--- src/rtl/dat_pkg.sv ---
// Shared types and constants for the device address table.
// No dependencies; imported by every module of the block.
package dat_pkg;

  localparam int DAT_TABLE_DEPTH = 16;
  localparam int DAT_ADDR_W      = 16;
  localparam int DAT_SER_W       = 32;
  localparam int DAT_IDX_W       = 8;
  localparam int DAT_CNT_W       = 8;

  typedef enum logic [2:0] {
    OP_ALLOCATE    = 3'd0,
    OP_ADD         = 3'd1,
    OP_REMOVE      = 3'd2,
    OP_FIND_ADDR   = 3'd3,
    OP_FIND_SERIAL = 3'd4,
    OP_READ_INDEX  = 3'd5
  } dat_op_t;

  typedef enum logic {
    ST_OK    = 1'b0,
    ST_ERROR = 1'b1
  } dat_status_t;

  // Outcome of comparing one slot against the search keys.
  typedef struct packed {
    logic addr_hit;
    logic ser_hit;
    logic empty;
  } dat_cmp_t;

endpackage

--- src/rtl/dat_slot_cmp.sv ---
// Shared slot comparator of the device address table walk.
// Depends on dat_pkg.
module dat_slot_cmp
  import dat_pkg::*;
(
  input  logic [DAT_ADDR_W-1:0] slot_addr,
  input  logic [DAT_SER_W-1:0]  slot_serial,
  input  logic [DAT_ADDR_W-1:0] key_addr,
  input  logic [DAT_SER_W-1:0]  key_serial,
  output dat_cmp_t              cmp
);

  assign cmp.addr_hit = (slot_addr == key_addr);
  assign cmp.ser_hit  = (slot_serial == key_serial);
  assign cmp.empty    = (slot_addr == '0);

endmodule

--- src/rtl/device_address_table_core.sv ---
// Device address table: top level with sequencer, slot memory and counters.
// Depends on dat_pkg and dat_slot_cmp.
//
// An item is taken when start is high and busy is low; for a walk or a read,
// busy then stays high until the item is finished, and the answer appears on
// the out_ ports for exactly one cycle with out_valid high. The receiver
// cannot stall, so sample out_ fields in that cycle; out_device_count also
// stays valid afterwards. Allocate, add, remove, find by address and find by
// serial walk the table one slot per cycle through a single comparator fed
// from the registered read port of the slot memory; a hit ends the walk
// early. Read by index passes through S_RD_WAIT, where the read data is
// registered, and then S_RD_DONE. Items rejected up front (address zero,
// index out of range, unknown operation) answer in the cycle after accept
// and never raise busy. The table is empty after reset with no clearing
// pass: a valid bit per slot marks written entries.
module device_address_table_core
  import dat_pkg::*;
#(
  parameter int TABLE_DEPTH = DAT_TABLE_DEPTH
) (
  input  logic                  clk,
  input  logic                  rst_n,
  input  logic                  start,
  output logic                  busy,
  input  logic [2:0]            in_operation,
  input  logic [DAT_ADDR_W-1:0] in_address,
  input  logic [DAT_SER_W-1:0]  in_serial,
  input  logic [DAT_IDX_W-1:0]  in_index,
  output logic                  out_valid,
  output logic                  out_status,
  output logic [DAT_ADDR_W-1:0] out_result_address,
  output logic [DAT_SER_W-1:0]  out_result_serial,
  output logic [DAT_IDX_W-1:0]  out_result_index,
  output logic [DAT_CNT_W-1:0]  out_device_count
);

  localparam int IDX_W = (TABLE_DEPTH > 1) ? $clog2(TABLE_DEPTH) : 1;
  localparam int CNT_W = $clog2(TABLE_DEPTH + 1);
  localparam logic [IDX_W-1:0] LAST_IDX = IDX_W'(TABLE_DEPTH - 1);

  typedef enum logic [1:0] {
    S_IDLE,
    S_WALK,
    S_RD_WAIT,
    S_RD_DONE
  } state_t;

  state_t                  state_r;
  dat_op_t                 op_r;
  logic [DAT_ADDR_W-1:0]   key_addr_r;
  logic [DAT_SER_W-1:0]    key_ser_r;
  logic [IDX_W-1:0]        rd_addr_r;
  logic                    issue_vld_r;
  logic                    cmp_vld_r;
  logic [IDX_W-1:0]        cmp_idx_r;
  logic                    have_empty_r;
  logic [IDX_W-1:0]        empty_idx_r;
  logic                    tgt_empty_r;
  logic [CNT_W-1:0]        count_r;
  logic [TABLE_DEPTH-1:0]  valid_r;
  logic                    slot_v_r;

  logic                    out_valid_r;
  logic                    out_status_r;
  logic [DAT_ADDR_W-1:0]   out_addr_r;
  logic [DAT_SER_W-1:0]    out_ser_r;
  logic [DAT_IDX_W-1:0]    out_idx_r;

  // Slot memory with registered read data.
  logic [DAT_ADDR_W-1:0]   mem_addr [TABLE_DEPTH];
  logic [DAT_SER_W-1:0]    mem_ser  [TABLE_DEPTH];
  logic [DAT_ADDR_W-1:0]   rd_a_r;
  logic [DAT_SER_W-1:0]    rd_s_r;

  // Walk decision.
  logic                    fin;
  logic                    fin_ok;
  logic [IDX_W-1:0]        fin_idx;
  logic [DAT_ADDR_W-1:0]   fin_addr;
  logic [DAT_SER_W-1:0]    fin_ser;
  logic                    wr_en;
  logic [IDX_W-1:0]        wr_idx;
  logic                    set_valid;
  logic                    clr_valid;
  logic                    cnt_inc;
  logic                    cnt_dec;

  logic [DAT_ADDR_W-1:0]   slot_addr;
  logic [DAT_SER_W-1:0]    slot_ser;
  dat_cmp_t                cmp;
  logic                    last;
  logic [DAT_ADDR_W-1:0]   key_addr_m1;
  logic                    tgt_in_range;
  logic                    at_tgt;
  logic                    tgt_empty_now;
  logic                    empty_now;
  logic [IDX_W-1:0]        empty_idx_now;

  logic                    accept;
  dat_op_t                 in_op;
  logic                    early_err;

  assign busy   = (state_r != S_IDLE);
  assign accept = start && !busy;
  assign in_op  = dat_op_t'(in_operation);

  // Reject items that need no walk.
  always_comb begin
    case (in_op)
      OP_ALLOCATE, OP_FIND_SERIAL: early_err = 1'b0;
      OP_ADD, OP_REMOVE, OP_FIND_ADDR: early_err = (in_address == '0);
      OP_READ_INDEX: early_err = (in_index >= DAT_IDX_W'(TABLE_DEPTH));
      default: early_err = 1'b1;
    endcase
  end

  // An unwritten slot reads as empty.
  assign slot_addr = slot_v_r ? rd_a_r : '0;
  assign slot_ser  = slot_v_r ? rd_s_r : '0;

  dat_slot_cmp u_cmp (
    .slot_addr  (slot_addr),
    .slot_serial(slot_ser),
    .key_addr   (key_addr_r),
    .key_serial (key_ser_r),
    .cmp        (cmp)
  );

  assign last          = (cmp_idx_r == LAST_IDX);
  assign key_addr_m1   = key_addr_r - DAT_ADDR_W'(1);
  assign tgt_in_range  = (key_addr_m1 < DAT_ADDR_W'(TABLE_DEPTH));
  assign at_tgt        = (DAT_ADDR_W'(cmp_idx_r) == key_addr_m1);
  assign tgt_empty_now = tgt_empty_r || (at_tgt && cmp.empty);
  assign empty_now     = have_empty_r || cmp.empty;
  assign empty_idx_now = have_empty_r ? empty_idx_r : cmp_idx_r;

  always_comb begin
    fin       = 1'b0;
    fin_ok    = 1'b0;
    fin_idx   = cmp_idx_r;
    fin_addr  = slot_addr;
    fin_ser   = slot_ser;
    wr_en     = 1'b0;
    wr_idx    = cmp_idx_r;
    set_valid = 1'b0;
    clr_valid = 1'b0;
    cnt_inc   = 1'b0;
    cnt_dec   = 1'b0;
    if (state_r == S_RD_DONE) begin
      fin     = 1'b1;
      fin_ok  = 1'b1;
      fin_idx = rd_addr_r;
    end else if (state_r == S_WALK && cmp_vld_r) begin
      case (op_r)
        OP_ALLOCATE: begin
          // Serial match wins, else the first empty slot seen.
          if (cmp.ser_hit) begin
            fin      = 1'b1;
            fin_ok   = 1'b1;
            fin_addr = DAT_ADDR_W'(cmp_idx_r) + DAT_ADDR_W'(1);
          end else if (last) begin
            fin      = 1'b1;
            fin_ok   = empty_now;
            fin_idx  = empty_idx_now;
            fin_addr = DAT_ADDR_W'(empty_idx_now) + DAT_ADDR_W'(1);
            fin_ser  = '0;
          end
        end
        OP_ADD: begin
          if (cmp.addr_hit) begin
            fin      = 1'b1;
            fin_ok   = 1'b1;
            fin_addr = key_addr_r;
            fin_ser  = key_ser_r;
            wr_en    = 1'b1;
          end else if (last) begin
            fin = 1'b1;
            if (tgt_in_range && tgt_empty_now) begin
              fin_ok    = 1'b1;
              fin_idx   = key_addr_m1[IDX_W-1:0];
              fin_addr  = key_addr_r;
              fin_ser   = key_ser_r;
              wr_en     = 1'b1;
              wr_idx    = key_addr_m1[IDX_W-1:0];
              set_valid = 1'b1;
              cnt_inc   = 1'b1;
            end
          end
        end
        OP_REMOVE: begin
          if (cmp.addr_hit) begin
            fin       = 1'b1;
            fin_ok    = 1'b1;
            clr_valid = 1'b1;
            cnt_dec   = 1'b1;
          end else if (last) begin
            fin = 1'b1;
          end
        end
        OP_FIND_ADDR: begin
          if (cmp.addr_hit) begin
            fin    = 1'b1;
            fin_ok = 1'b1;
          end else if (last) begin
            fin = 1'b1;
          end
        end
        OP_FIND_SERIAL: begin
          if (cmp.ser_hit && key_ser_r != '0) begin
            fin    = 1'b1;
            fin_ok = 1'b1;
          end else if (last) begin
            fin = 1'b1;
          end
        end
        default: begin
          fin = 1'b1;
        end
      endcase
    end
  end

  // Slot memory: one write port, one registered read port.
  always_ff @(posedge clk) begin
    if (wr_en) begin
      mem_addr[wr_idx] <= key_addr_r;
      mem_ser[wr_idx]  <= key_ser_r;
    end
    rd_a_r <= mem_addr[rd_addr_r];
    rd_s_r <= mem_ser[rd_addr_r];
  end

  // Sequencer, counters and result register.
  always_ff @(posedge clk) begin
    // Payload registers, no reset needed.
    slot_v_r  <= valid_r[rd_addr_r];
    cmp_idx_r <= rd_addr_r;
    if (accept) begin
      op_r       <= in_op;
      key_addr_r <= in_address;
      key_ser_r  <= in_serial;
    end
    if (!rst_n) begin
      state_r      <= S_IDLE;
      issue_vld_r  <= 1'b0;
      cmp_vld_r    <= 1'b0;
      have_empty_r <= 1'b0;
      empty_idx_r  <= '0;
      tgt_empty_r  <= 1'b0;
      rd_addr_r    <= '0;
      count_r      <= '0;
      valid_r      <= '0;
      out_valid_r  <= 1'b0;
      out_status_r <= ST_OK;
      out_addr_r   <= '0;
      out_ser_r    <= '0;
      out_idx_r    <= '0;
    end else begin
      out_valid_r <= 1'b0;
      case (state_r)
        S_IDLE: begin
          if (accept) begin
            have_empty_r <= 1'b0;
            tgt_empty_r  <= 1'b0;
            if (early_err) begin
              // Answer at once with an error.
              out_valid_r  <= 1'b1;
              out_status_r <= ST_ERROR;
              out_addr_r   <= '0;
              out_ser_r    <= '0;
              out_idx_r    <= '0;
            end else if (in_op == OP_READ_INDEX) begin
              rd_addr_r <= in_index[IDX_W-1:0];
              state_r   <= S_RD_WAIT;
            end else begin
              rd_addr_r   <= '0;
              issue_vld_r <= 1'b1;
              state_r     <= S_WALK;
            end
          end
        end
        S_WALK: begin
          // Advance the read address one slot per cycle.
          if (issue_vld_r) begin
            if (rd_addr_r != LAST_IDX) begin
              rd_addr_r <= rd_addr_r + IDX_W'(1);
            end
            issue_vld_r <= (rd_addr_r != LAST_IDX);
          end
          cmp_vld_r <= issue_vld_r;
          if (cmp_vld_r) begin
            if (cmp.empty && !have_empty_r) begin
              have_empty_r <= 1'b1;
              empty_idx_r  <= cmp_idx_r;
            end
            if (at_tgt && cmp.empty) begin
              tgt_empty_r <= 1'b1;
            end
          end
        end
        S_RD_WAIT: begin
          state_r <= S_RD_DONE;
        end
        S_RD_DONE: begin
          state_r <= S_IDLE;
        end
        default: begin
          state_r <= S_IDLE;
        end
      endcase
      if (fin) begin
        state_r      <= S_IDLE;
        issue_vld_r  <= 1'b0;
        cmp_vld_r    <= 1'b0;
        out_valid_r  <= 1'b1;
        out_status_r <= fin_ok ? ST_OK : ST_ERROR;
        out_addr_r   <= fin_ok ? fin_addr : '0;
        out_ser_r    <= fin_ok ? fin_ser : '0;
        out_idx_r    <= fin_ok ? DAT_IDX_W'(fin_idx) : '0;
      end
      if (set_valid) begin
        valid_r[wr_idx] <= 1'b1;
      end
      if (clr_valid) begin
        valid_r[cmp_idx_r] <= 1'b0;
      end
      if (cnt_inc) begin
        count_r <= count_r + CNT_W'(1);
      end else if (cnt_dec) begin
        count_r <= count_r - CNT_W'(1);
      end
    end
  end

  assign out_valid          = out_valid_r;
  assign out_status         = out_status_r;
  assign out_result_address = out_addr_r;
  assign out_result_serial  = out_ser_r;
  assign out_result_index   = out_idx_r;
  assign out_device_count   = DAT_CNT_W'(count_r);

endmodule

--- config.mk ---
export PLATFORM = sky130hd
export DESIGN_NAME = device_address_table_core
export DESIGN_NICKNAME = d
export VERILOG_FILES = /design/src/rtl/dat_pkg.sv /design/src/rtl/dat_slot_cmp.sv /design/src/rtl/device_address_table_core.sv
export SDC_FILE = /design/constraint.sdc
export NUM_CORES = 1
export LEC_CHECK = 0
export BUFFER_PORTS_ARGS = -buffer_cell sky130_fd_sc_hd__clkbuf_2
export CAP_MARGIN = 15
export CORE_ASPECT_RATIO = 0.8
export CORE_MARGIN = 5
export CORE_UTILIZATION = 35
export DETAILED_ROUTE_END_ITERATION = 7
export PLACE_DENSITY = 0.54
export RECOVER_POWER = 50
export SYNTH_ARGS = -nofsm -noshare
export SYNTH_HDL_FRONTEND = slang
export SYNTH_SLANG_ARGS = --single-unit
--- constraint.sdc ---
create_clock -name clk -period 5.9 [get_ports clk]
set_input_delay 0.59 -clock clk [delete_from_list [all_inputs] [get_ports clk]]
set_output_delay 0.59 -clock clk [all_outputs]
set_load 0.03 [all_outputs]
# After elaboration in Yosys (flattened, before gate mapping)
# Memories as Yosys holds them, arrays and structs flattened. A register that Yosys moved wholly into a read port is not among the register bits.
# Cells that the tools add are included.
totals:
  regBits: 149
  ram_bits: 768
  inputBits: 62
  out_inout_bits: 67
  elab_cells: 217
  n_memories: 2
classes:
  addsub: 6
  n_lt_le_gt_ge: 7
  eq_ne: 25
  n_mux: 117
  n_bitwise: 4
  reduce_logical: 37
mem_list:
  columns: ["name", "depth", "width", "read_ports", "rd_ports_with_merged_regs", "write_ports", "line", "source"]
  rows:
  - ["mem_ser", 16, 32, 1, 1, 1, "device_address_table_core.sv:71", "logic [DAT_SER_W-1:0] mem_ser [TABLE_DEPTH];"]
  - ["mem_addr", 16, 16, 1, 1, 1, "device_address_table_core.sv:70", "logic [DAT_ADDR_W-1:0] mem_addr [TABLE_DEPTH];"]
op_table:
  columns: ["operator", "count"]
  rows:
  - ["two-way mux 32 bit", 13]
  - ["two-way mux 16 bit", 16]
  - ["two-way mux 4 bit", 17]
  - ["case mux 32 bit (2 select lines)", 1]
  - ["two-way mux 1 bit", 48]
  - ["== test 32 bit", 1]
  - ["zero test 16 bit", 2]
  - ["two-way mux 8 bit", 4]
  - ["case mux 16 bit (2 select lines)", 1]
  - ["nonzero test 32 bit", 1]
  - ["bitwise AND 16 bit", 1]
  - ["== test 16 bit", 1]
  - ["== test 4 x 16 -> 1 bit", 1]
  - ["less-than comparator 16 x 5 -> 1 bit (second input constant)", 1]
  - ["inverter 16 bit", 1]
  - ["OR 16 bit", 1]
  - ["case mux 4 bit (2 select lines)", 2]
  - ["subtractor 16 x 1 -> 16 bit (second input constant)", 1]
  - ["less-than comparator 4 x 5 -> 1 bit (second input constant)", 3]
  - ["== test 3 x 2 -> 1 bit (second input constant)", 4]
  - ["!= test 2 bit (second input constant)", 6]
  - ["AND reduction 4 bit", 3]
  - ["nonzero test 2 bit", 6]
  - ["adder 4 x 1 -> 5 bit (second input constant)", 2]
  - ["other kinds (31)", 59]

# Depth between registers and ports, before layout
# Gate-level depths: netlist of run 1.
depth:
  ltp_word: 20
  depth_mapped: 19
  ltp_nobuf: 15

# Modules after synthesis
# From an unflattened synthesis of run 1, not the netlist that was laid out.
hier_totals:
  hier_cells: 1962
  hier_area_um2: 37586.0
modules_own_cells:
  columns: ["module", "n_inst", "cells_per_inst", "area_per_inst_um2", "seq_area_each_um2"]
  rows:
  - ["device_address_table_core", 1, 1893, 37034.3, 27436.3]
  - ["dat_slot_cmp", 1, 69, 551.8, 0.0]

# Worst setup path before layout of run 1
# Ideal clock, no wire load.
synth_timing:
  kind: "register -> register"
  startpoint: "register key_addr_r[0]"
  endpoint: "memory mem_addr[4][0] (enable)"
  setup_ns: 0.454
  arrival_ns: 5.004
  required_time_ns: 5.446
  setup_slack_ns: 0.442
  stages_incl_launch_ff: 14
  path_buffers: 3
  synth_period_minus_slack_ns: 5.458
  path_cell_list: "edfxtp_1 -> buf_2 -> inv_1 -> ha_1 -> clkbuf_1 -> xor2_1 -> nand3_1 -> nor3b_1 -> o21a_1 -> nand3_2 -> a21oi_1 -> buf_2 -> or3b_1 -> nor2_1"
synth_between:
  elab_chain_len: 13
  word_cells_on_any_way: 21
  classes_between: "add/sub: 1; order compare: 1; eq/ne: 2; mux: 14; reduce/logical: 3"
synth_rtl:
  columns: ["item", "line", "source"]
  rows:
  - ["from (decl)", "device_address_table_core.sv:50", "logic [DAT_ADDR_W-1:0] key_addr_r;"]
  - ["from (signal assigned)", "device_address_table_core.sv:240", "key_addr_r <= in_address;"]
  - ["parallel branches: the longest is 13 deep, another holds subtractor 16 x 1 -> 16 bit", null, null]
  - ["to (decl)", "device_address_table_core.sv:70", null]
# Parallel ways; which one is timed is not known.

# Final worst setup path of run 1
layout_timing:
  startpoint: "register key_addr_r[11]"
  endpoint: "memory mem_ser[15][23] (enable)"
layout_between:
  elab_chain_len: 13
  word_cells_on_any_way: 21
  classes_between: "add/sub: 1; order compare: 1; eq/ne: 2; mux: 14; reduce/logical: 3"
layout_rtl:
  columns: ["item", "line"]
  rows:
  - ["parallel branches: the longest is 13 deep, another holds subtractor 16 x 1 -> 16 bit", null]
  - ["to (decl)", "device_address_table_core.sv:71"]
# Parallel ways; which one is timed is not known.

==> results.md, run 1 <==
* Status: finished with violations
* Violations in the final reports: capacitance limit, slew limit
* Static leakage at 13.3 nW
* Instance count of the mapped netlist at 2,072
* Top layer used by detailed routing: met4
* Root buffer cell: sky130_fd_sc_hd__clkbuf_16
* CP Max Fanout at 39
* Cell family with most CP delay: buffers and inverters
* DR DRC count at 0
* Average cell area after synthesis at roughly 18 um2
* Multi-input combinational cell area at 10,200 um2
* Worst Setup Path Type: reg -> reg
* H-tree depth at 3
* Yosys reg bits at 961
* HPWL Detailed at 64,100 um
* Total congestion overflow after global routing at 0
* Count of vias placed by the detailed router at 21,100
* Ratio of routed vias to standard cells at 5.63
* Warnings, synthesis at 0
* Classification of the worst-slack hold path: in -> reg
* Clock buffer depth at 3
* Initial core utilization at between 30% and 40%
* Most frequent cells in the layout: 819 x sky130_fd_sc_hd__edfxtp_1, 245 x sky130_fd_sc_hd__mux4_2, 139 x sky130_fd_sc_hd__dfxtp_1
* Setup-failing EPs final at 0
* Endpoint required time on the critical path at 6.19 ns
* Die Width at 379 um
* Critical path buffer and inverter count at 3
* All-Layer GR Usage at 18.1%
* Count of distinct cell types in the synthesized netlist at 82
* # IOs at 129
* FILL cells at a little under 10,000
* Slew at the pin with the worst max-slew slack at 3.36 ns
* Total negative setup slack at 0 ns
* Largest net degree at the start of global routing at 84
* Peak supply drop at 221 uV
* Crit path max-delay cell type: sky130_fd_sc_hd__a2bb2oi_1
* Final weighted congestion of routability-driven global placement at 0.904
* Ratio of cells with drive above 1 in the final layout at between 20% and 30%
* Clock latency on the worst-skew pair at 0.67 ns
* Via count of the first global-routing pass at 21,000
* Fmax at a little under 200 MHz
* Core box area at approximately 110,000 um2
* Wire length of the first global-routing pass at 152,000 um
* Initial antenna violation count at 7
* Area Overhead vs Synth at 14.6%
* Kind of end point of the critical path: flip-flop
* Combinational group share of total power at 4.8%
* Initial DRT Pass Iterations at 6
* Number of buffers inserted for hold repair after clock tree synthesis at 0
* Slew Limit Headroom at -124%
* Data arrival time of the critical path at between 5 and 6 ns
* Register area share after synthesis at 72.0%
* Psw at 3.19 mW
* Resized Gates After CTS at 0
* Clock tree from TritonCTS: built
* Post-synthesis instance area at 38,100 um2
* Shortest period the worst path allows at a little over 5 ns
* Met1 wire length at a little under 50,000 um
* Worst-case clock skew at between 0.03 and 0.04 ns
* Sequence of cells on the critical path: clkbuf_1, nor4bb_1, a2bb2oi_1, a32oi_1, nand4_4, and4_1, nand2_1, buf_4, a2bb2oi_1, nor2_4, buf_4
* Wire length reported by the detailed router at approximately 110,000 um
* Total Die Area at 116,000 um2
* Number of enable-type register cells in the synthesized netlist at 819
* Die Height at 305 um
* Share of async-settable or async-resettable flops after synthesis at 0%
* Count of max-cap constraint violations at 5
* Final max-slew violation count at 189
* Clock-pin slew on the worst setup and hold paths at 0.06 ns
* Main flop type after synthesis: sky130_fd_sc_hd__edfxtp_1
* Starting DRC count in detailed routing at between 2,000 and 2,500
* Final Hold Vio Count at 0
* Met3 wirelength from detailed routing at just under 10,000 um
* Launching element type of the critical path: flip-flop
* Port Buffers at 121
* NumNets Final at around 2,300
* Remaining antenna violation count after routing at 0
* Setup repair bufs after CTS at 0
* Inserted Clock Buffers at between 90 and 100
* Number of cells in the design after placement at 3,564
* Power density over cell area at between 300 and 400 nW/um2
* Final clock period utilization by the worst path at 86.2%
* Delay of the slowest critical-path stage at 0.89 ns
* Average detailed-routed wire length per instance at 28.3 um
* Sequential cell area at 27,400 um2
* Int Power at 11.3 mW
* Final cell count without fillers at roughly 3,700
* FP Rows at 108
* Part of the total power dissipated in sequential elements at 53.5%
* Clock network fraction of design power at 41.7%
* Total clock sinks at 961
* Unrepaired setup endpoints after global routing: false
* Leading cell type in the layout, fill and taps excluded: sky130_fd_sc_hd__edfxtp_1
* Sw frac at 22.0%
* Routed length on met2 at 45,800 um
## cell families after synthesis
family                     share of synthesized area (%)
DFF                                                 72.0
and+or+nand+nor                                     4.69
AOI/OAI and AO/OA                                   5.42
muxes                                               14.9
buffers and inverters                               1.78
xor gates and xnor gates                           0.863
adders and majority gates                          0.381
other                                            0.00984
## sequential cells by signal, summed over array words and instances, names as in the netlist, 16 cells and up
register	count
mem_ser	512
mem_addr	256
key_ser_r	32
out_result_serial	32
rd_s_r	32
key_addr_r	16
out_result_address	16
rd_a_r	16
valid_r	16
## metal layers
| layer | vias up | GRT usage [%] |
|---|---|---|
| met4 | 0 | 4.03 |
| met5 | - | 0 |
| li1 | 8797 | - |
| met1 | 11200 | 27.8 |
| met3 | 143 | 4.34 |
| met2 | 927 | 26.1 |
## power by group through the flow
stage / Sequential (mW) / Combinational, mW / Clock, mW
after floorplan: 7.75 / 0.503 / 0
after global placement: 7.87 / 0.702 / 0
after detailed placement: 7.88 / 0.702 / 0
after CTS: 7.74 / 0.706 / 6.18
after global routing: 7.76 / 0.748 / 6.49
final: 7.75 / 0.699 / 6.04
## stage by stage
| stage | util, % | hold slack (ns) | instance area, um2 | power [mW] | setup WS (ns) |
|---|---|---|---|---|---|
| after detailed placement | 37.6 | 0.450 | 40700 | 8.59 | 1.06 |
| after CTS | 40.5 | 0.0403 | 43900 | 14.6 | 1.04 |
| after global placement | 37.6 | 0.445 | 40700 | 8.58 | 1.19 |
| final | 40.3 | 0.0976 | 43700 | 14.5 | 0.817 |
| after global routing | 40.3 | 0.0596 | 43700 | 15.0 | 0.644 |
| after floorplan | - | 0.329 | 38100 | 8.25 | 0.442 |
## final cells by class
| type | instances | share of cell area (%) |
|---|---|---|
| flip-flops and latches | 961 | 62.8 |
| multi-input cells | 969 | 23.3 |
| clock buffers | 141 | 6.16 |
| well taps | 1430 | 4.09 |
| repair buffers | 177 | 2.37 |
| clock inverters | 37 | 1.01 |
| inverters | 27 | 0.235 |
| diodes | 3 | 0.0172 |
## path summary, 6_finish.rpt
check / startpoint / endpoint / slack (ns) / depth (start not counted)
worst min-delay path: in_serial[14] / key_ser_r[14]$_DFFE_PP_ / 0.1 / 1
worst max-delay path: key_addr_r[11]$_DFFE_PP_ / mem_ser[15][23]$_DFFE_PP_ / 0.82 / 11
worst max register to register: key_addr_r[11]$_DFFE_PP_ / mem_ser[15][23]$_DFFE_PP_ / 0.82 / 11
worst min register to register: out_result_address[2]$_SDFFE_PN0P_ / out_result_address[2]$_SDFFE_PN0P_ / 0.47 / 1
## cells in the mapped netlist, types with 13 or more instances
master	instances	area, um2
sky130_fd_sc_hd__nand3_1	31	155
sky130_fd_sc_hd__nand2_1	107	402
sky130_fd_sc_hd__nor2_1	95	357
sky130_fd_sc_hd__inv_1	26	97.6
sky130_fd_sc_hd__mux4_2	245	5520
sky130_fd_sc_hd__buf_2	14	70.1
sky130_fd_sc_hd__nor3_1	20	100
sky130_fd_sc_hd__nor4_1	16	100
sky130_fd_sc_hd__clkbuf_1	59	221
sky130_fd_sc_hd__xnor2_1	13	114
sky130_fd_sc_hd__mux2i_1	14	140
sky130_fd_sc_hd__a21oi_1	73	365
sky130_fd_sc_hd__dfxtp_1	142	2840
sky130_fd_sc_hd__o22ai_1	16	100
sky130_fd_sc_hd__xor2_1	22	193
sky130_fd_sc_hd__edfxtp_1	819	24600
sky130_fd_sc_hd__nand4b_1	13	114
sky130_fd_sc_hd__a22o_1	24	210
sky130_fd_sc_hd__buf_1	28	105
sky130_fd_sc_hd__o21ai_0	57	285
sky130_fd_sc_hd__o2bb2ai_1	13	114
No activity file was read; power rests on OpenSTA's default activity.
==> inputs of run 2 (changes only) <==
RECOVER_POWER = unset   (was 50)
==> run 2 against run 1 <==
Against the previous run: the flow now finishes without violations; sequential power hardly changed; clock skew hardly changed; combinational power is 0.6% lower; total power hardly changed; cell area is 0.39% higher; final cell count stayed put; critical endpoint unchanged.
==> results.md, run 2 (synthesis results as in run 1) <==
* Core box area at 108,000 um2 (unchanged)
* Peak supply drop at 223 uV (was 221 uV)
* Wire length of the first global-routing pass at 152,000 um (unchanged)
* Total clock sinks at 961 (unchanged)
* Setup-failing EPs final at 0 (unchanged)
* Ratio of routed vias to standard cells at 5.64 (was 5.63)
* Initial core utilization at 35.2% (unchanged)
* NumNets Final at 2,303 (unchanged)
* Hold path depth at 1 (unchanged)
* Total Die Area at 116,000 um2 (unchanged)
* Clock tree from TritonCTS: built (unchanged)
* Crit. Startpoint: key_addr_r[0]$_DFFE_PP_ (was key_addr_r[11]$_DFFE_PP_)
* Final weighted congestion of routability-driven global placement at 0.904 (unchanged)
* CP Max Fanout at 39 (unchanged)
* Initial DRT Pass Iterations at 5 (was 6)
* Count of vias placed by the detailed router at 21,100 (about the same)
* Remaining antenna violation count after routing at 0 (unchanged)
* Classification of the worst-slack hold path: in -> reg (unchanged)
* Area Overhead vs Synth at 15.1% (was 14.6%)
* Register ranked first by flip-flop count: mem_ser (unchanged)
* Launching element type of the critical path: flip-flop (unchanged)
* Fmax at 203 MHz (was 197 MHz)
* Static leakage at 13.6 nW (was 13.3 nW)
* Leading cell type in the layout, fill and taps excluded: sky130_fd_sc_hd__edfxtp_1 (unchanged)
* Launch instance of the worst register-to-register path: key_addr_r[0]$_DFFE_PP_ (was key_addr_r[11]$_DFFE_PP_)
* Final max-slew violation count at 0 (was 189)
* Total congestion overflow after global routing at 0 (unchanged)
* Slew at the pin with the worst max-slew slack at 1.12 ns (was 3.36 ns)
* Worst-case clock skew at 0.0374 ns (was 0.0376 ns)
* Slew Limit Headroom at 25.1% (was -124%)
* Ratio of cells with drive above 1 in the final layout at 26.6% (was 22.3%)
* Start point of the worst hold path: in_serial[26] (was in_serial[14])
* Capture point of the worst reg-to-reg path: mem_ser[15][23]$_DFFE_PP_ (unchanged)
* Via count of the first global-routing pass at 21,000 (unchanged)
* Clock latency on the worst-skew pair at 0.67 ns (about the same)
* Wire length reported by the detailed router at 106,000 um (about the same)
* Average detailed-routed wire length per instance at 28.3 um (about the same)
* Final cell count without fillers at 3,745 (unchanged)
* Die Height at 305 um (unchanged)
* Worst Setup Path Type: reg -> reg (unchanged)
* Resized Gates After CTS at 0 (unchanged)
* Count of max-cap constraint violations at 0 (was 5)
* Largest net degree at the start of global routing at 84 (unchanged)
* H-tree depth at 3 (unchanged)
* Utilization after layout at 40.5% (was 40.3%)
* Clock buffer depth at 3 (unchanged)
* Worst Reg-to-Reg Cells at 13 (was 11)
* # IOs at 129 (unchanged)
* Port Buffers at 121 (unchanged)
* Data arrival time of the critical path at 5.21 ns (was 5.37 ns)
* Unrepaired setup endpoints after global routing: false (unchanged)
* Final clock period utilization by the worst path at 83.5% (was 86.2%)
* Shortest period the worst path allows at 4.93 ns (was 5.08 ns)
* Die Width at 379 um (unchanged)
* Number of cells in the design after placement at 3,564 (unchanged)
* DR DRC count at 0 (unchanged)
* Worst Hold Margin at 0.0952 ns (was 0.0976 ns)
* Kind of end point of the critical path: flip-flop (unchanged)
* Setup repair bufs after CTS at 0 (unchanged)
* HPWL Detailed at 64,100 um (unchanged)
* Total negative setup slack at 0 ns (unchanged)
* All-Layer GR Usage at 18.1% (unchanged)
* Root buffer cell: sky130_fd_sc_hd__clkbuf_16 (unchanged)
* Initial antenna violation count at 6 (was 7)
* Inserted Clock Buffers at 94 (unchanged)
* Setup slack of the most critical reg-to-reg path at 0.97 ns (was 0.82 ns)
* Leading registers by flop count: mem_ser: 512 flops, mem_addr: 256 flops (unchanged)
* End of the worst hold path: key_ser_r[26]$_DFFE_PP_ (was key_ser_r[14]$_DFFE_PP_)
* Final Hold Vio Count at 0 (unchanged)
* Endpoint required time on the critical path at 6.18 ns (was 6.19 ns)
* Status: finished clean (was finished with violations)
* Number of buffers inserted for hold repair after clock tree synthesis at 0 (unchanged)
* Power density over cell area at 330 nW/um2 (was 332 nW/um2)
* FP Rows at 108 (unchanged)
* Clock-pin slew on the worst setup and hold paths at 0.06 ns (about the same)
* Most frequent cells in the layout: 819 x sky130_fd_sc_hd__edfxtp_1, 245 x sky130_fd_sc_hd__mux4_2, 137 x sky130_fd_sc_hd__dfxtp_1 (was 819 x sky130_fd_sc_hd__edfxtp_1, 245 x sky130_fd_sc_hd__mux4_2, 139 x sky130_fd_sc_hd__dfxtp_1)
* Starting DRC count in detailed routing at 2,253 (was 2,173)
* Max reg flops at 512 (unchanged)
==> run 2: final cells by class <==
type                    count  area (um2)
clock inverters            37         439
clock buffers             141        2690
repair buffers            177        1200
inverters                  27         103
fillers                  9700       64500
diodes                      3        7.51
multi-input cells         969       10200
flip-flops and latches    961       27500
well taps                1430        1790
==> run 2: where the power goes <==
group          total (mW)  internal [mW]  leakage, nW  switching (mW)
combinational       0.695          0.324         3.55           0.371
clock                6.05           3.49         1.52            2.56
sequential           7.74           7.48         8.56           0.261
==> run 2: metrics by stage <==
step                      power (mW)  instance area (um2)  worst slack (ns)
after floorplan                 8.25                38100             0.442
after global placement          8.58                40700              1.19
after detailed placement        8.59                40700              1.06
after CTS                       14.6                43900              1.04
after global routing            15.0                43900             0.813
final                           14.5                43900             0.975
==> run 2: routing by layer <==
layer	global-route usage [%]	up-vias	routed length (um)
met3	4.34	139	9750
met4	4.03	0	2100
met5	0	-	0
li1	-	8803	-
met1	27.8	11200	48200
met2	26.1	951	45800
==> run 2: worst max-delay path, stage by stage, from the launching register on <==
cell                        delay [ns]
sky130_fd_sc_hd__edfxtp_1         0.32
sky130_fd_sc_hd__buf_4            0.33
sky130_fd_sc_hd__inv_1            0.11
sky130_fd_sc_hd__ha_1             0.31
sky130_fd_sc_hd__or3b_1           0.24
sky130_fd_sc_hd__nand3b_1         0.10
sky130_fd_sc_hd__o22a_1           0.23
sky130_fd_sc_hd__o32ai_1          0.33
sky130_fd_sc_hd__and4_1           0.47
sky130_fd_sc_hd__nand2_1          0.19
sky130_fd_sc_hd__buf_4            0.29
sky130_fd_sc_hd__a2bb2oi_1        0.31
sky130_fd_sc_hd__nor2_4           0.46
sky130_fd_sc_hd__buf_4            0.79
==> run 2: worst max-delay path by stage <==
| stage | end | slack (ns) |
|---|---|---|
| after floorplan | mem_addr[4][0]$_DFFE_PP_ | 0.44 |
| after global placement | mem_ser[15][18]$_DFFE_PP_ | 1.19 |
| after detailed placement | mem_ser[15][14]$_DFFE_PP_ | 1.06 |
| after CTS | mem_addr[15][3]$_DFFE_PP_ | 1.04 |
| after global routing | mem_ser[15][22]$_DFFE_PP_ | 0.81 |
| final | mem_ser[15][23]$_DFFE_PP_ | 0.97 |
==> inputs of run 3 (changes only) <==
PLACE_DENSITY = 0.56   (was 0.54)
clock period = 4 ns   (was 5.9 ns; I/O delays follow)
==> run 3 against run 2 <==
Against the previous run: setup slack got worse by 0.77 ns; die area unchanged; routed wire length increased by 3.7%; fmax increased by 30%; combinational power increased by 71%; core utilization increased by 1.3 points; non-clock buffer count increased by 122; sequential power increased by 47%; cell area increased by 3.1%; largest power group unchanged.
==> results.md, run 3 (synthesis results as in run 1) <==
* Count of vias placed by the detailed router at 21,600 (was 21,100)
* Clock latency on the worst-skew pair at 0.68 ns (was 0.67 ns)
* Worst slack at placement at 0.167 ns (was 1.06 ns)
* Worst Hold Margin at 0.0315 ns (was 0.0952 ns)
* Endpoint required time on the critical path at 4.39 ns (was 6.18 ns)
* Wire length of the first global-routing pass at 158,000 um (was 152,000 um)
* Initial antenna violation count at 6 (unchanged)
* Ratio of cells with drive above 1 in the final layout at 28.9% (was 26.6%)
* NumNets Final at 2,426 (was 2,303)
* Wire length reported by the detailed router at 110,000 um (was 106,000 um)
* Area Overhead vs Synth at 18.6% (was 15.1%)
* # IOs at 129 (unchanged)
* Total Die Area at 116,000 um2 (unchanged)
* Launching element type of the critical path: flip-flop (unchanged)
* Worst Setup Path Type: reg -> reg (unchanged)
* Leading cell type in the layout, fill and taps excluded: sky130_fd_sc_hd__edfxtp_1 (unchanged)
* Power density over cell area at 478 nW/um2 (was 330 nW/um2)
* Final weighted congestion of routability-driven global placement at 0.898 (was 0.904)
* Clock tree from TritonCTS: built (unchanged)
* HPWL Detailed at 68,300 um (was 64,100 um)
* Total clock sinks at 961 (unchanged)
* Worst-case clock skew at 0.0216 ns (was 0.0374 ns)
* Classification of the worst-slack hold path: in -> reg (unchanged)
* Remaining antenna violation count after routing at 0 (unchanged)
* Max reg flops at 512 (unchanged)
* Status: finished clean (unchanged)
* Peak supply drop at 352 uV (was 223 uV)
* DR DRC count at 0 (unchanged)
* Setup repair bufs after CTS at 0 (unchanged)
* Average detailed-routed wire length per instance at 28.4 um (was 28.3 um)
* Clock buffer depth at 3 (unchanged)
* Register ranked first by flip-flop count: mem_ser (unchanged)
* Final Hold Vio Count at 0 (unchanged)
* Slew at the pin with the worst max-slew slack at 1.11 ns (was 1.12 ns)
* Most frequent cells in the layout: 819 x sky130_fd_sc_hd__edfxtp_1, 245 x sky130_fd_sc_hd__mux4_2, 137 x sky130_fd_sc_hd__dfxtp_1 (unchanged)
* CP Max Fanout at 20 (was 39)
* FP Rows at 108 (unchanged)
* Unrepaired setup endpoints after global routing: false (unchanged)
* Shortest period the worst path allows at 3.79 ns (was 4.93 ns)
* Initial DRT Pass Iterations at 5 (unchanged)
* Clock-pin slew on the worst setup and hold paths at 0.06 ns (about the same)
* Leading registers by flop count: mem_ser: 512 flops, mem_addr: 256 flops (unchanged)
* Root buffer cell: sky130_fd_sc_hd__clkbuf_16 (unchanged)
* Setup slack of the most critical reg-to-reg path at 0.21 ns (was 0.97 ns)
* Total negative setup slack at 0 ns (unchanged)
* Via count of the first global-routing pass at 21,800 (was 21,000)
* Port Buffers at 121 (unchanged)
* Fmax at 264 MHz (was 203 MHz)
* All-Layer GR Usage at 18.9% (was 18.1%)
* Core box area at 108,000 um2 (unchanged)
* Final max-slew violation count at 0 (unchanged)
* Ratio of routed vias to standard cells at 5.58 (was 5.64)
* Starting DRC count in detailed routing at 2,556 (was 2,253)
* Setup-failing EPs final at 0 (unchanged)
* Die Height at 305 um (unchanged)
* Worst setup margin at 0.208 ns (was 0.975 ns)
* Largest net degree at the start of global routing at 46 (was 84)
* H-tree depth at 3 (unchanged)
* Total congestion overflow after global routing at 0 (unchanged)
* Final clock period utilization by the worst path at 94.8% (was 83.5%)
* Die Width at 379 um (unchanged)
* Slew Limit Headroom at 26.3% (was 25.1%)
* Data arrival time of the critical path at 4.18 ns (was 5.21 ns)
* Static leakage at 14.3 nW (was 13.6 nW)
* Count of max-cap constraint violations at 0 (unchanged)
* Inserted Clock Buffers at 95 (was 94)
* Initial core utilization at 35.2% (unchanged)
* Kind of end point of the critical path: flip-flop (unchanged)
[run 3: cell types whose count changed in the layout (fill, tap and decap cells not counted), moves of 4 or more]
cell / previous run / this run
sky130_fd_sc_hd__buf_4: 42 / 95
sky130_fd_sc_hd__bufinv_16: 7 / 11
sky130_fd_sc_hd__clkbuf_1: 34 / 12
sky130_fd_sc_hd__dlygate4sd3_1: 0 / 48
sky130_fd_sc_hd__clkinv_2: 15 / 22
sky130_fd_sc_hd__clkbuf_8: 10 / 4
sky130_fd_sc_hd__clkinv_1: 6 / 20
sky130_fd_sc_hd__buf_12: 14 / 34
[run 3: layer usage]
layer	global-route usage, %	share of wire [%]
met3	4.37	10
met5	0.205	0
met4	4.88	2.2
met2	27.0	43
met1	29.1	44
[run 3: repair_timing]
action,in CTS,in global routing
hold endpoints to repair,48,0
resized for setup,0,2
hold buffers,48,0
setup endpoints to repair,0,23
[run 3: stage by stage]
stage | util [%] | total power, mW | cells | cell area, um2
after floorplan | - | 12.2 | 2078 | 38300
after global placement | 38.3 | 12.7 | 3637 | 41600
after detailed placement | 38.3 | 12.7 | 3637 | 41600
after CTS | 41.7 | 21.8 | 3863 | 45200
after global routing | 41.7 | 22.3 | 3865 | 45200
final | 41.7 | 21.6 | 3868 | 45200
[run 3: path summary, 6_finish.rpt]
check                             start  cells after the start                  endpoint
setup / recovery      rd_a_r[9]$_DFF_P_                     10  mem_ser[11][0]$_DFFE_PP_
hold reg to reg   valid_r[7]$_SDFF_PN0_                      2     valid_r[7]$_SDFF_PN0_
setup reg to reg      rd_a_r[9]$_DFF_P_                     10  mem_ser[11][0]$_DFFE_PP_
hold / removal            in_serial[13]                      1   key_ser_r[13]$_DFFE_PP_
[run 3: area by class of cell]
cell class,count,area [um2]
diodes,4,10.0
clock buffers,113,2530
clock inverters,65,632
fillers,9539,63100
inverters,27,103
multi-input cells,969,10200
flip-flops and latches,961,27500
well taps,1430,1790
repair buffers,299,2490
[run 3: worst max-delay path, stage by stage (launching register included)]
cell                        delay, ns
sky130_fd_sc_hd__dfxtp_1         0.38
sky130_fd_sc_hd__nor4_1          0.49
sky130_fd_sc_hd__a41oi_1         0.35
sky130_fd_sc_hd__nor3b_2         0.29
sky130_fd_sc_hd__o21a_1          0.18
sky130_fd_sc_hd__and4_1          0.26
sky130_fd_sc_hd__buf_4           0.18
sky130_fd_sc_hd__o21ai_0         0.13
sky130_fd_sc_hd__a2bb2oi_1       0.80
sky130_fd_sc_hd__nor2_4          0.12
sky130_fd_sc_hd__buf_4           0.31
[run 3: power breakdown]
group          internal (mW)  switching, mW  total [mW]  leakage, nW
logic                  0.556          0.636        1.19         4.20
clock network           5.23           3.83        9.06         1.54
registers               11.0          0.343        11.4         8.56
total                   16.8           4.80        21.6         14.3
